===== config.mk =====
export PLATFORM = sky130hd
export DESIGN_NAME = step_peak_detector
export DESIGN_NICKNAME = d
export VERILOG_FILES = /design/src/spd_pkg.sv /design/src/step_peak_detector.sv
export VERILOG_INCLUDE_DIRS = /design/src /design/src/src
export SDC_FILE = /design/constraint.sdc
export NUM_CORES = 1
export LEC_CHECK = 0
export BUFFER_PORTS_ARGS = -buffer_cell sky130_fd_sc_hd__buf_2
export CORE_MARGIN = 2
export CORE_UTILIZATION = 40
export DETAILED_ROUTE_END_ITERATION = 8
export REMOVE_ABC_BUFFERS = 1
export SYNTH_ARGS = -nofsm -noshare
export SYNTH_HDL_FRONTEND = slang
export SYNTH_SLANG_ARGS = --single-unit
export TNS_END_PERCENT = 5

===== constraint.sdc =====
create_clock -name clk -period 5.67 [get_ports clk]
set_input_delay 1.134 -clock clk [delete_from_list [all_inputs] [get_ports clk]]
set_output_delay 1.134 -clock clk [all_outputs]
set_load 0.01 [all_outputs]

===== src/assert_macros.svh =====
// ----------------------------------------------------------------------------
// assert_macros.svh
// Concurrent assertion helpers, clocked on clk and held off during rst_n low.
// ----------------------------------------------------------------------------
`ifndef ASSERT_MACROS_SVH
`define ASSERT_MACROS_SVH

`ifndef ASSERT_OFF

// same-cycle implication
`define ASSERT_IMPLIES(label, ante, cons) \
    label: assert property (@(posedge clk) disable iff (!rst_n) (ante) |-> (cons)) \
        else $error("same-cycle implication check failed");

// next-cycle implication
`define ASSERT_NEXT(label, ante, cons) \
    label: assert property (@(posedge clk) disable iff (!rst_n) (ante) |=> (cons)) \
        else $error("next-cycle implication check failed");

`else

`define ASSERT_IMPLIES(label, ante, cons)
`define ASSERT_NEXT(label, ante, cons)

`endif

`endif


===== src/spd_pkg.sv =====
// ----------------------------------------------------------------------------
// spd_pkg
// Shared types and constants of the step peak detector.
// ----------------------------------------------------------------------------
package spd_pkg;

    localparam int FRAC_BITS  = 8;   // baseline fraction bits
    localparam int CNT_W      = 16;  // calibration count width
    localparam int THR_W      = 17;  // signed threshold width
    localparam int IVL_W      = 16;  // min interval width
    localparam int TIME_W     = 32;  // timestamp width
    localparam int BASE_OUT_W = 16;  // reported baseline width
    localparam int HIST_DEPTH = 3;   // deviation history depth

    localparam logic [CNT_W-1:0] CNT_MAX = '1;

    typedef logic [1:0]              cfg_idx_t;
    typedef logic signed [THR_W-1:0] thr_t;
    typedef logic [IVL_W-1:0]        ivl_t;
    typedef logic [TIME_W-1:0]       time_t;

    // register map
    localparam cfg_idx_t REG_UPPER_THR = 2'd0;
    localparam cfg_idx_t REG_LOWER_THR = 2'd1;
    localparam cfg_idx_t REG_MIN_IVL   = 2'd2;

    // reset values
    localparam thr_t RST_UPPER_THR = 17'sd4000;
    localparam thr_t RST_LOWER_THR = 17'sd500;
    localparam ivl_t RST_MIN_IVL   = 16'd300;

endpackage


===== src/step_peak_detector.sv =====
// ----------------------------------------------------------------------------
// step_peak_detector
// Step detection by peak finding on acceleration magnitude samples.
// ----------------------------------------------------------------------------
// Each input item is a calibration sample (tuser = 0) or a detection sample
// (tuser = 1) and yields exactly one output item carrying the step flag and
// the integer part of the running-mean baseline after that item. Calibration
// items update the 16.8 baseline as avg += trunc(((sample << 8) - avg) / count)
// with a saturating count; the divide runs on one shared restoring divider,
// one quotient bit per cycle, so a calibration item passes through the
// prep, divide, apply and finish states from accept to output. Detection
// items shift the three-deep deviation history, test the middle entry for
// a strict local maximum inside the open threshold window, and report a step
// when the time since the previous qualifying peak reaches min_interval_ms.
// One item is in flight at a time; the output register lets the next item be
// accepted while a finished result still waits on m_tready. Configuration is
// written through cfg_wr_en / cfg_addr / cfg_wdata; the user must do so only
// while idle, not enforced by the block; writes to unused addresses are dropped.
// ----------------------------------------------------------------------------
`include "assert_macros.svh"

module step_peak_detector
    import spd_pkg::*;
#(
    parameter int SAMPLE_WIDTH = 16
)
(
    input  logic                                      clk,
    input  logic                                      rst_n,
    // slave side
    input  logic                                      s_tvalid,
    output logic                                      s_tready,
    // [SAMPLE_WIDTH-1:0] accel_sample, then [31:0] time_ms, zero pad to bytes
    input  logic [((SAMPLE_WIDTH+TIME_W+7)/8)*8-1:0]  s_tdata,
    // [0] operation
    input  logic                                      s_tuser,
    // master side
    output logic                                      m_tvalid,
    input  logic                                      m_tready,
    // [15:0] baseline_value
    output logic [BASE_OUT_W-1:0]                     m_tdata,
    // [0] step_detected
    output logic                                      m_tuser,
    // configuration write port
    input  logic                                      cfg_wr_en,
    input  cfg_idx_t                                  cfg_addr,
    input  logic [THR_W-1:0]                          cfg_wdata
);

    // widths
    localparam int AW  = SAMPLE_WIDTH + FRAC_BITS;      // baseline width
    localparam int QW  = AW + 1;                        // dividend / quotient
    localparam int DW  = SAMPLE_WIDTH + 1;              // deviation width
    localparam int CW  = (DW > THR_W) ? DW : THR_W;     // compare width
    localparam int BCW = $clog2(QW);                    // bit counter width
    localparam int BW  = (SAMPLE_WIDTH > TIME_W) ? SAMPLE_WIDTH : TIME_W;

    // sequencer states
    localparam logic [2:0] ST_IDLE   = 3'd0;
    localparam logic [2:0] ST_PREP   = 3'd1;
    localparam logic [2:0] ST_DIV    = 3'd2;
    localparam logic [2:0] ST_APPLY  = 3'd3;
    localparam logic [2:0] ST_DET    = 3'd4;
    localparam logic [2:0] ST_FINISH = 3'd5;

    // control state
    logic [2:0]              state_reg, state_next;
    logic [BCW-1:0]          bit_reg, bit_next;
    logic                    op_reg, op_next;
    logic                    step_reg, step_next;
    logic                    m_tvalid_reg, m_tvalid_next;

    // architectural state
    logic [AW-1:0]           avg_reg, avg_next;
    logic [CNT_W-1:0]        cnt_reg, cnt_next;
    time_t                   last_reg, last_next;
    logic signed [DW-1:0]    hist_reg [HIST_DEPTH];
    logic signed [DW-1:0]    hist_next [HIST_DEPTH];

    // configuration
    thr_t                    upper_reg, lower_reg;
    ivl_t                    min_ivl_reg;

    // item payload and divider datapath
    logic [SAMPLE_WIDTH-1:0] sample_reg, sample_next;
    time_t                   time_reg, time_next;
    logic [QW-1:0]           dvd_reg, dvd_next;
    logic [CNT_W-1:0]        rem_reg, rem_next;
    logic                    neg_reg, neg_next;
    logic [BASE_OUT_W-1:0]   m_tdata_reg, m_tdata_next;
    logic                    m_tuser_reg, m_tuser_next;

    // combinational helpers
    logic signed [QW-1:0]    diff;
    logic [CNT_W:0]          rem_sh;
    logic                    q_bit;
    logic [QW:0]             q_signed;
    logic [QW:0]             sum;
    logic [SAMPLE_WIDTH-1:0] avg_int;
    logic signed [DW-1:0]    dev;
    logic signed [CW-1:0]    peak_c, left_c, right_c, upper_c, lower_c;
    logic                    is_peak;
    time_t                   elapsed;
    logic [BW-1:0]           base_wide;
    logic                    out_free;

    assign s_tready = (state_reg == ST_IDLE);
    assign m_tvalid = m_tvalid_reg;
    assign m_tdata  = m_tdata_reg;
    assign m_tuser  = m_tuser_reg;
    assign out_free = !m_tvalid_reg || m_tready;

    assign avg_int  = avg_reg[AW-1:FRAC_BITS];

    // signed difference of the scaled sample and the baseline
    assign diff = $signed({1'b0, sample_reg, {FRAC_BITS{1'b0}}}) - $signed({1'b0, avg_reg});

    // one restoring divide step
    assign rem_sh = {rem_reg, dvd_reg[QW-1]};
    assign q_bit  = (rem_sh >= {1'b0, cnt_reg});

    // apply the signed quotient
    assign q_signed = neg_reg ? -{1'b0, dvd_reg} : {1'b0, dvd_reg};
    assign sum      = {2'b00, avg_reg} + q_signed;

    // peak test
    assign dev     = $signed({1'b0, sample_reg}) - $signed({1'b0, avg_int});
    assign peak_c  = CW'(hist_reg[2]);       // becomes the middle entry
    assign left_c  = CW'(hist_reg[1]);       // becomes the oldest entry
    assign right_c = CW'(dev);
    assign upper_c = CW'(upper_reg);
    assign lower_c = CW'(lower_reg);
    assign is_peak = (peak_c > left_c) && (peak_c > right_c) &&
                     (peak_c < upper_c) && (peak_c > lower_c);
    assign elapsed = time_reg - last_reg;

    assign base_wide = BW'(avg_int);

    always_comb
    begin
        state_next    = state_reg;
        bit_next      = bit_reg;
        op_next       = op_reg;
        step_next     = step_reg;
        m_tvalid_next = m_tvalid_reg;
        avg_next      = avg_reg;
        cnt_next      = cnt_reg;
        last_next     = last_reg;
        for (int i = 0; i < HIST_DEPTH; i++)
        begin
            hist_next[i] = hist_reg[i];
        end
        sample_next   = sample_reg;
        time_next     = time_reg;
        dvd_next      = dvd_reg;
        rem_next      = rem_reg;
        neg_next      = neg_reg;
        m_tdata_next  = m_tdata_reg;
        m_tuser_next  = m_tuser_reg;

        if (m_tvalid_reg && m_tready)
        begin
            m_tvalid_next = 1'b0;
        end

        unique case (state_reg)
            ST_IDLE:
            begin
                if (s_tvalid)
                begin
                    op_next     = s_tuser;
                    sample_next = s_tdata[SAMPLE_WIDTH-1:0];
                    time_next   = s_tdata[SAMPLE_WIDTH+TIME_W-1:SAMPLE_WIDTH];
                    step_next   = 1'b0;
                    if (s_tuser)
                    begin
                        state_next = ST_DET;
                    end
                    else
                    begin
                        if (cnt_reg != CNT_MAX)
                        begin
                            cnt_next = cnt_reg + 1'b1;
                        end
                        state_next = ST_PREP;
                    end
                end
            end
            ST_PREP:
            begin
                neg_next   = diff[QW-1];
                dvd_next   = diff[QW-1] ? -diff : diff;
                rem_next   = '0;
                bit_next   = BCW'(QW - 1);
                state_next = ST_DIV;
            end
            ST_DIV:
            begin
                rem_next = q_bit ? CNT_W'(rem_sh - {1'b0, cnt_reg}) : rem_sh[CNT_W-1:0];
                dvd_next = {dvd_reg[QW-2:0], q_bit};
                bit_next = bit_reg - 1'b1;
                if (bit_reg == '0)
                begin
                    state_next = ST_APPLY;
                end
            end
            ST_APPLY:
            begin
                avg_next   = sum[AW-1:0];
                state_next = ST_FINISH;
            end
            ST_DET:
            begin
                hist_next[0] = hist_reg[1];
                hist_next[1] = hist_reg[2];
                hist_next[2] = dev;
                if (is_peak)
                begin
                    last_next = time_reg;
                    step_next = (elapsed >= TIME_W'(min_ivl_reg));
                end
                state_next = ST_FINISH;
            end
            ST_FINISH:
            begin
                if (out_free)
                begin
                    m_tvalid_next = 1'b1;
                    m_tdata_next  = base_wide[BASE_OUT_W-1:0];
                    m_tuser_next  = step_reg;
                    state_next    = ST_IDLE;
                end
            end
            default:
            begin
                state_next = ST_IDLE;
            end
        endcase
    end

    // control and architectural state
    always_ff @(posedge clk or negedge rst_n)
    begin
        if (!rst_n)
        begin
            state_reg    <= ST_IDLE;
            bit_reg      <= '0;
            op_reg       <= 1'b0;
            step_reg     <= 1'b0;
            m_tvalid_reg <= 1'b0;
            avg_reg      <= '0;
            cnt_reg      <= '0;
            last_reg     <= '0;
            for (int i = 0; i < HIST_DEPTH; i++)
            begin
                hist_reg[i] <= '0;
            end
        end
        else
        begin
            state_reg    <= state_next;
            bit_reg      <= bit_next;
            op_reg       <= op_next;
            step_reg     <= step_next;
            m_tvalid_reg <= m_tvalid_next;
            avg_reg      <= avg_next;
            cnt_reg      <= cnt_next;
            last_reg     <= last_next;
            for (int i = 0; i < HIST_DEPTH; i++)
            begin
                hist_reg[i] <= hist_next[i];
            end
        end
    end

    // configuration registers
    always_ff @(posedge clk or negedge rst_n)
    begin
        if (!rst_n)
        begin
            upper_reg   <= RST_UPPER_THR;
            lower_reg   <= RST_LOWER_THR;
            min_ivl_reg <= RST_MIN_IVL;
        end
        else if (cfg_wr_en)
        begin
            unique case (cfg_addr)
                REG_UPPER_THR: upper_reg   <= cfg_wdata;
                REG_LOWER_THR: lower_reg   <= cfg_wdata;
                REG_MIN_IVL:   min_ivl_reg <= cfg_wdata[IVL_W-1:0];
                default:       ;
            endcase
        end
    end

    // payload, no reset
    always_ff @(posedge clk)
    begin
        sample_reg  <= sample_next;
        time_reg    <= time_next;
        dvd_reg     <= dvd_next;
        rem_reg     <= rem_next;
        neg_reg     <= neg_next;
        m_tdata_reg <= m_tdata_next;
        m_tuser_reg <= m_tuser_next;
    end

    // checks
    `ASSERT_NEXT(a_busy_after_accept, s_tvalid && s_tready, !s_tready)
    `ASSERT_IMPLIES(a_cal_no_step, state_reg == ST_FINISH && !op_reg, !step_reg)
    `ASSERT_IMPLIES(a_rem_below_div, state_reg == ST_DIV, rem_reg < cnt_reg)
    `ASSERT_NEXT(a_cnt_monotonic, 1'b1, cnt_reg >= $past(cnt_reg))
    `ASSERT_NEXT(a_det_keeps_avg, state_reg == ST_DET, $stable(avg_reg))

endmodule


; ---- Word level (Yosys, flattened, before mapping)
; Index checks and enable logic that the tools add are counted.
[word_totals]
elab_cells = 85
ff_bits = 273
output_inout_bits = 19
inputBits = 73
[classes]
add_sub_neg = 9
n_reduce_logical = 21
eq_ne = 12
magnitude_cmp = 6
mux = 17
n_bitwise = 1
[op_table]
columns = operator, count
row1 = > comparator 17 bit, 3
row2 = case mux 25 bit (2 select lines), 1
row3 = >= comparator 32 x 16 -> 1 bit, 1
row4 = case mux 16 bit (2 select lines), 1
row5 = subtractor 32 bit, 1
row6 = 2-to-1 mux 25 bit, 1
row7 = negation 25 bit, 1
row8 = subtractor 24 x 24 -> 25 bit, 1
row9 = adder 24 bit, 1
row10 = 2-to-1 mux 24 bit, 1
row11 = negation 24 bit, 1
row12 = >= comparator 17 x 16 -> 1 bit, 1
row13 = < comparator 17 bit, 1
row14 = subtractor 16 x 16 -> 17 bit, 1
row15 = "adder 16 x 1 -> 16 bit, second input constant", 1
row16 = 2-to-1 mux 16 bit, 1
row17 = "inequality test 16 bit, second input constant", 1
row18 = subtractor 16 bit, 1
row19 = case mux 3 bit (5 select lines), 1
row20 = 2-to-1 mux 3 bit, 4
row21 = AND reduction 2 bit, 6
row22 = case mux 5 bit (2 select lines), 1
row23 = "inequality test 2 bit, second input constant", 4
row24 = "== test 3 x 2 -> 1 bit, second input constant", 2
row25 = other kinds (18), 28

; ---- Depth between registers and ports, before layout
; Gate-level depths: netlist of the first run.
[logic_depth]
depth_word = 7
ltp_mapped = 22
ltp_nobuf = 22

; ---- Worst setup path before layout of the first run
; No wires, ideal clock.
[synth_path]
kind = register -> register
start = register dvd_reg[9]
end = register avg_reg[23]
period_less_slack_ns = 4.038
path_buffers = 1
stages_incl_launch_ff = 18
setup_slack_ns = 1.632
required_ns = 5.548
setup_ns = 0.122
t_arrival_ns = 3.915
cell_sequence = edfxtp_1 > or4_4 > or4_4 > or3_1 > or3_2 > o21ai_0 > xnor2_1 > ha_1 > clkbuf_1 > a21oi_1 > nor2_1 > nor3_1 > nand2_1 > a211oi_1 > a221oi_1 > xnor2_1 > nor2_1 > xnor2_1
[synth_between]
elab_chain_cells = 3
[synth_lines]
columns = item, line
row1 = start: declaration, step_peak_detector.sv:87  ; logic [QW-1:0] dvd_reg, dvd_next;
row2 = start signal: assignment, step_peak_detector.sv:301  ; dvd_reg <= dvd_next;
row3 = negation 24 bit, step_peak_detector.sv:123  ; assign q_signed = neg_reg ? -{1'b0, dvd_reg} : {1'b0, dvd_reg};
row4 = 2-to-1 mux 24 bit (*), step_peak_detector.sv:123
row5 = adder 24 bit (*), step_peak_detector.sv:124  ; assign sum = {2'b00, avg_reg} + q_signed;
row6 = end signal: assignment, step_peak_detector.sv:266  ; avg_reg <= avg_next;
row7 = end: declaration, step_peak_detector.sv:74  ; logic [AW-1:0] avg_reg, avg_next;
; Mark *: on every way between the ends. The rest lies on a longest branch, timed or not.
; A chain may end at the register's enable or synchronous reset.

; ---- Worst setup path after layout of the first run
[layout_path]
start = register avg_reg[8]
end = register last_reg[0]
[layout_between]
elab_chain_cells = 6
[layout_lines]
columns = item, line
row1 = subtractor 16 x 16 -> 17 bit, step_peak_detector.sv:127  ; assign dev = $signed({1'b0, sample_reg}) - $signed({1'b0, avg_int});
row2 = > comparator 17 bit, step_peak_detector.sv:133  ; assign is_peak = (peak_c > left_c) && (peak_c > right_c) &&
row3 = logical AND 1 bit (2 in a row), step_peak_detector.sv:133
row4 = logical AND 1 bit, step_peak_detector.sv:134  ; (peak_c < upper_c) && (peak_c > lower_c);
row5 = AND reduction 2 bit (no line), --
row6 = end signal: assignment, step_peak_detector.sv:268  ; last_reg <= last_next;
row7 = end: declaration, step_peak_detector.sv:76  ; time_t last_reg, last_next;
; No other way between the ends.

==> results of run 1 <==
==> metal layers <==
layer	wire length, um	track usage	vias up	share of wire
met3	2037	0.03229	84	0.047
met1	20410	0.2493	6712	0.47
met5	0	0	-	0
li1	-	-	7053	-
met4	1290	0.06347	0	0.029
met2	20060	0.3101	301	0.46
==> cell usage after synthesis (all sizes together) (29+ instances only) <==
master  instances
nand3          37
inv           175
ha            175
a21o           34
nand4          29
edfxtp        107
xnor2         101
nor2          106
mux2           55
nand2         214
nor3           31
dfrtp         150
clkbuf         60
xor2           36
a21oi         132
o21ai         183
==> placed cells by master (no fill, tap or decap), types with 16 or more instances in the layout <==
master and count:
a211oi_1 17, a21o_1 34, a21oi_1 132, buf_2 90, clkbuf_16 38, dfrtp_1 150, dfstp_2 16, edfxtp_1 107
ha_1 175, inv_1 173, mux2_2 55, nand2_1 213, nand2b_1 20, nand3_1 37, nand4_1 29, nor2_1 106
nor3_1 31, o21a_1 16, o21ai_0 180, o21bai_1 16, or3_1 18, xnor2_1 101, xor2_1 36
==> metrics by stage <==
step | power, uW | utilization | cell area [um^2] | hold slack, ns
after floorplan | 9334 | - | 17900 | 0.4249
after global placement | 11140 | 0.4265 | 19230 | 0.4641
after detailed placement | 11270 | 0.4265 | 19230 | 0.4641
after CTS | 13580 | 0.4519 | 20380 | 0.4786
after global routing | 14790 | 0.4520 | 20380 | 0.5062
final | 13500 | 0.4520 | 20380 | 0.4724
==> cell type report <==
class,instances,area share
inverters,176,0.03242
clock buffers,54,0.05255
repair buffers,105,0.02781
well taps,600,0.03684
diodes,1,0.0001228
multi-input cells,1417,0.4842
clock inverters,9,0.003622
flip-flops and latches,273,0.3625
==> how the worst max path moves through the flow <==
stage / startpoint / endpoint / slack [ns]
CTS: avg_reg[8]$_DFFE_PN0N_ / last_reg[0]$_DFFE_PN0P_ / 0.97
global placement: avg_reg[10]$_DFFE_PN0N_ / last_reg[0]$_DFFE_PN0P_ / 1.15
floorplan: avg_reg[17]$_DFFE_PN0N_ / step_reg$_DFFE_PN0P_ / 0.28
detailed placement: avg_reg[8]$_DFFE_PN0N_ / last_reg[0]$_DFFE_PN0P_ / 1.02
finish: avg_reg[8]$_DFFE_PN0N_ / last_reg[0]$_DFFE_PN0P_ / 0.94
global route: avg_reg[10]$_DFFE_PN0N_ / last_reg[0]$_DFFE_PN0P_ / 0.57
==> logic make-up (layout without fill, tap and decap cells) <==
logic type                 after synthesis  in the layout  synth area share
adders and majority gates              179            179            0.1250
buffers and inverters                  241            344           0.05064
AOI/OAI and AO/OA                      507            507            0.1734
DFF                                    273            273            0.4068
muxes                                   61             61           0.03741
other                                    0              1                 0
xor gates and xnor gates               137            137           0.06607
and+or+nand+nor                        533            533            0.1408
==> power breakdown <==
| group | switching (uW) | internal (uW) | leakage [uW] |
|---|---|---|---|
| Combinational | 4530 | 3220 | 0.00509 |
| Clock | 865 | 1350 | 0.000564 |
| Sequential | 604 | 2940 | 0.00303 |
| Total | 6000 | 7500 | 0.00868 |
==> critical path: cells and delay by family, from the launching register on <==
kind / cells / cell delay (ns)
AOI/OAI and AO/OA: 5 / 1.30
and+or+nand+nor: 5 / 0.67
adders and majority gates: 3 / 0.96
muxes: 1 / 0.39
buffers and inverters: 2 / 0.56
DFF: 1 / 0.46
xor gates and xnor gates: 1 / 0.19
==> flow_metrics.tcl, run 1 <==
set metrics [dict create \
    status "finished clean" \
    drc 0 \
    htreeDepth 2 \
    synth_area_per_cell_um2 9.405 \
    endpoint_kind "flip-flop" \
    viasPerCell 5.370 \
    hold_depth 1 \
    worst_pin_slew_ns 1.010 \
    fill_cells 4363 \
    place_congestion 0.8957 \
    grt_pass1_wl_um 71660 \
    die_y_um 217.1 \
    ctsResizeCount 0 \
    post-cts-setup-buffer-count 0 \
    critical_path_peak_fanout 63 \
    maxCapViolations 0 \
    cts_tree "yes" \
    antenna_found_initial 1 \
    p_leak_uw 0.008677 \
    grt_usage 0.1878 \
    stdcell_count 2635 \
    numCtsBuffers 35 \
    place_inst 2571 \
    reg2reg_slack_ns 0.94 \
    max_freq_ghz 0.2115 \
    finClkSkew_ns 0.02507 \
    grt_pass1_vias 14220 \
    nets 2260 \
    final_hold_viol_count 0 \
    post-dp-hpwl_um 32600 \
    reg2reg_from "avg_reg[8]$_DFFE_PN0N_" \
    cts_buffer_depth 3 \
    grt_overflow_total 0 \
    min_period_ns 4.727 \
    synthFlopType "dfrtp_1" \
    fp.coreArea_mm2 0.04509 \
    slew_viol_final 0 \
    path_cells "ha_1, inv_1, fa_1, nand2_1, nand2_1, a31oi_1, o21ai_0, xnor2_1, ha_1, nand4_1, nor4_1, nor3_1, a21oi_1, o2111ai_1, a211oi_4, buf_4, mux2_2" \
    synthArstFlopShare 0.6081 \
    r2r-end "last_reg[0]$_DFFE_PN0P_" \
    num_vias 14150 \
    io_buffers 91 \
    place_ws_ns 1.018 \
    start_util 0.4028 \
    netlist_area_mm2 0.01816 \
    clkLatencyLatePin_ns 0.55 \
    arrival_ns 5.14 \
    routed_wl_um 43800 \
    ant_nets 0 \
    yosysSeqAreaShare 0.4068 \
    seq_area_mm2 0.007387 \
    drive_gt1_frac 0.1259 \
    setup_ws_ns 0.9428 \
    yosys-top-cells-area "dfrtp_1 21%, edfxtp_1 18%, ha_1 12%, o21ai_0 5.0%, xnor2_1 4.9%" \
    holdBufCountCts 0 \
    die_w_um 217.1 \
    path_clk_slew_ns 0.05 \
    cts_root_buffer "clkbuf_16" \
    yosysWarningCount 0 \
    r2r_cells 17 \
    finalSetupTns_ns 0 \
    grt_max_degree 93 \
    ios 92 \
    cts_sinks 273 \
    drt-initial-drc-count 806 \
    cp_data_required_time_ns 6.08 \
    irDropWorstVdd_mv 0.3181 \
    relSlewSlack 0.3250 \
    rows 78 \
    cpMaxStageDelayCell "buf_4" \
    first_pass_iters 5 \
    multi_input_area_mm2 0.009867 \
    holdPathEnd "cnt_reg[11]$_DFFE_PN0P_" \
    yosysTopAreaCellShare 0.2067 \
    wire_per_inst_um 16.62 \
    setup_viol 0 \
    synth.distinct_cells 87 \
    max_stage_delay_ns 0.48 \
    cp-start-kind "flip-flop" \
    syn_inst 1931 \
    grt_setup_unrepaired "false" \
    critPathKind "reg -> reg" \
    powerDensity_mw_per_mm2 662.4 \
    synth_area_leader_cell "dfrtp_1" \
    worst_hold_startpoint "cnt_reg[11]$_DFFE_PN0P_" \
    hold_path.class "reg -> reg" \
    synth_edf_count 107 \
    synthToLayoutAreaGrowth_pct 12.21 \
    ys_ff_latch 273 \
    timing.final.crit_share 0.8337 \
    die_area_mm2 0.04712 \
]
(Power assumes the default switching activity.)
==> run 2: changes to the inputs <==
- clock period: 5.67 -> 3.9 ns (I/O delays scaled with it)
==> run 2 against run 1 <==
Against the previous run: the flow now finishes with violations (negative setup slack); clock power up 52%; hold slack worse by 0.15 ns; flip-flop and latch count unchanged; setup slack worse by 1.1 ns; sequential power up 40%; first-iteration DRC count up 4.3%; clock skew up 0.0087 ns; register-to-register slack worse by 1.1 ns; power up 61%; critical path depth up 4.
==> flow_metrics.tcl, run 2 (synthesis results as in run 1) <==
set metrics [dict create \
    status "complete, but fails checks" \
    violations "negative setup slack" \
    fill_cells 4246 \
    reg2reg_from "sample_reg[0]$_DFFE_PP_" \
    wire_per_inst_um 16.38 \
    maxCapViolations 0 \
    start_util 0.4028 \
    final_common_cell "nand2_1" \
    path_clk_slew_ns 0.05 \
    p_leak_uw 0.009550 \
    internal_power_uw 12360 \
    grt_overflow_total 0 \
    die_y_um 217.1 \
    drc 0 \
    p_sw_frac 0.4310 \
    irDropWorstVdd_mv 0.5545 \
    die_area_mm2 0.04712 \
    htreeDepth 2 \
    post-dp-hpwl_um 33810 \
    endpoint_kind "flip-flop" \
    cp_data_required_time_ns 4.30 \
    rows 78 \
    drt-initial-drc-count 841 \
    hold_path.class "in -> async" \
    final_cell_mix "210 x nand2_1, 173 x ha_1, 172 x inv_1, 162 x buf_4, 153 x o21ai_0" \
    relSlewSlack 0.2726 \
    final_hold_viol_count 0 \
    clkLatencyLatePin_ns 0.55 \
    synthToLayoutAreaGrowth_pct 20.75 \
    drive_gt1_frac 0.2125 \
    r2r-end "last_reg[0]$_DFFE_PN0P_" \
    routed_wl_um 45670 \
    final_util 0.4864 \
    p_comb_frac 0.616 \
    max_freq_ghz 0.2435 \
    worst_pin_slew_ns 1.091 \
    holdWs_ns 0.3270 \
    seqPwrFrac 0.229 \
    ant_nets 0 \
    slew_viol_final 0 \
    cts_buffer_depth 3 \
    diodes 0 \
    timing.final.crit_share 1.053 \
    io_buffers 91 \
    fp.coreArea_mm2 0.04509 \
    min_period_ns 4.106 \
    grt_max_degree 100 \
    p_sw_uw 9359 \
    first_pass_iters 5 \
    critPathKind "reg -> reg" \
    antenna_found_initial 0 \
    reg2reg_slack_ns -0.21 \
    setup_ws_ns -0.2062 \
    place_ws_ns -0.4266 \
    cts_sinks 273 \
    nets 2414 \
    viasPerCell 5.249 \
    place_congestion 0.9261 \
    holdBufCountCts 0 \
    powerDensity_mw_per_mm2 990.2 \
    cp-start-kind "flip-flop" \
    die_w_um 217.1 \
    ios 92 \
    grt_pass1_vias 14870 \
    grt_pass1_wl_um 74290 \
    r2r_cells 21 \
    grt_setup_unrepaired "true" \
    grt_usage 0.1951 \
    fin_area_mm2 0.02193 \
    finClkSkew_ns 0.03374 \
    num_vias 14640 \
    numCtsBuffers 35 \
    cts_tree "yes" \
    setup_viol 35 \
    p_clk_frac 0.155 \
    cts_root_buffer "clkbuf_16" \
    finalSetupTns_ns -1.951 \
    dpl_cell_area_mm2 0.02031 \
    arrival_ns 4.51 \
    critical_path_peak_fanout 28 \
]
[run 2: worst max-delay path by stage]
stage / end / slack (ns) / startpoint / depth (start not counted)
2_1_floorplan: step_reg$_DFFE_PN0P_ / -1.49 / avg_reg[17]$_DFFE_PN0N_ / 20
3_3_place_gp: step_reg$_DFFE_PN0P_ / -0.36 / time_reg[0]$_DFFE_PP_ / 23
3_5_place_dp: step_reg$_DFFE_PN0P_ / -0.43 / time_reg[0]$_DFFE_PP_ / 23
4_1_cts: step_reg$_DFFE_PN0P_ / -0.14 / time_reg[0]$_DFFE_PP_ / 22
5_1_grt: step_reg$_DFFE_PN0P_ / -0.47 / sample_reg[0]$_DFFE_PP_ / 22
6_report: last_reg[0]$_DFFE_PN0P_ / -0.21 / sample_reg[0]$_DFFE_PP_ / 21
[run 2: area by class of cell]
type                            count  area (um^2)  area share
Multi-Input combinational cell   1417        10130      0.4619
Tap cell                          600        750.7     0.03423
Clock buffer                       49         1051     0.04793
Timing Repair Buffer              259         1794     0.08182
Sequential cell                   273         7387      0.3369
Inverter                          176        660.6     0.03012
Clock inverter                     14        157.7    0.007189
[run 2: power by group through the flow]
| stage | registers [uW] | clock network [uW] | logic (uW) |
|---|---|---|---|
| finish | 4970 | 3370 | 13400 |
| global route | 5100 | 3540 | 15000 |
| CTS | 4970 | 3460 | 13100 |
| detailed placement | 5010 | 0 | 12700 |
| global placement | 4980 | 0 | 12400 |
| floorplan | 4920 | 0 | 8650 |
[run 2: worst max-delay path: stages, from the launching register on]
cell	delay, ns
edfxtp_1	0.39
inv_1	0.07
ha_2	0.18
inv_2	0.05
fa_2	0.37
nand2_2	0.10
nand2_4	0.06
a31oi_4	0.22
nor2_1	0.07
nor2_1	0.13
xor2_1	0.26
ha_1	0.21
nand4_1	0.15
buf_4	0.18
nor4_4	0.13
nor3_2	0.08
a21oi_2	0.15
o2111ai_2	0.18
a211oi_4	0.30
buf_4	0.17
buf_12	0.17
mux2_2	0.35
[run 2: metal layers]
layer | share of wire | vias to the layer above | GRT usage
met3 | 0.037 | 96 | 0.02530
met4 | 0.035 | 0 | 0.08493
met5 | 0 | - | 0
met1 | 0.47 | 6872 | 0.2571
met2 | 0.46 | 275 | 0.3220
li1 | - | 7392 | -
[run 2: timing repair]
item                                    in CTS  in global routing
gates cloned                                 1                  1
endpoints found under the setup margin      39                 41
buffers inserted                             6                  9
pin swaps                                   20                 27
gates resized for setup                     38                 48
[run 2: stage by stage]
stage | total power (uW) | std cells
after detailed placement | 17670 | 2709
after floorplan | 13570 | 1866
after global placement | 17430 | 2709
final | 21720 | 2788
after global routing | 23670 | 2788
after CTS | 21490 | 2779
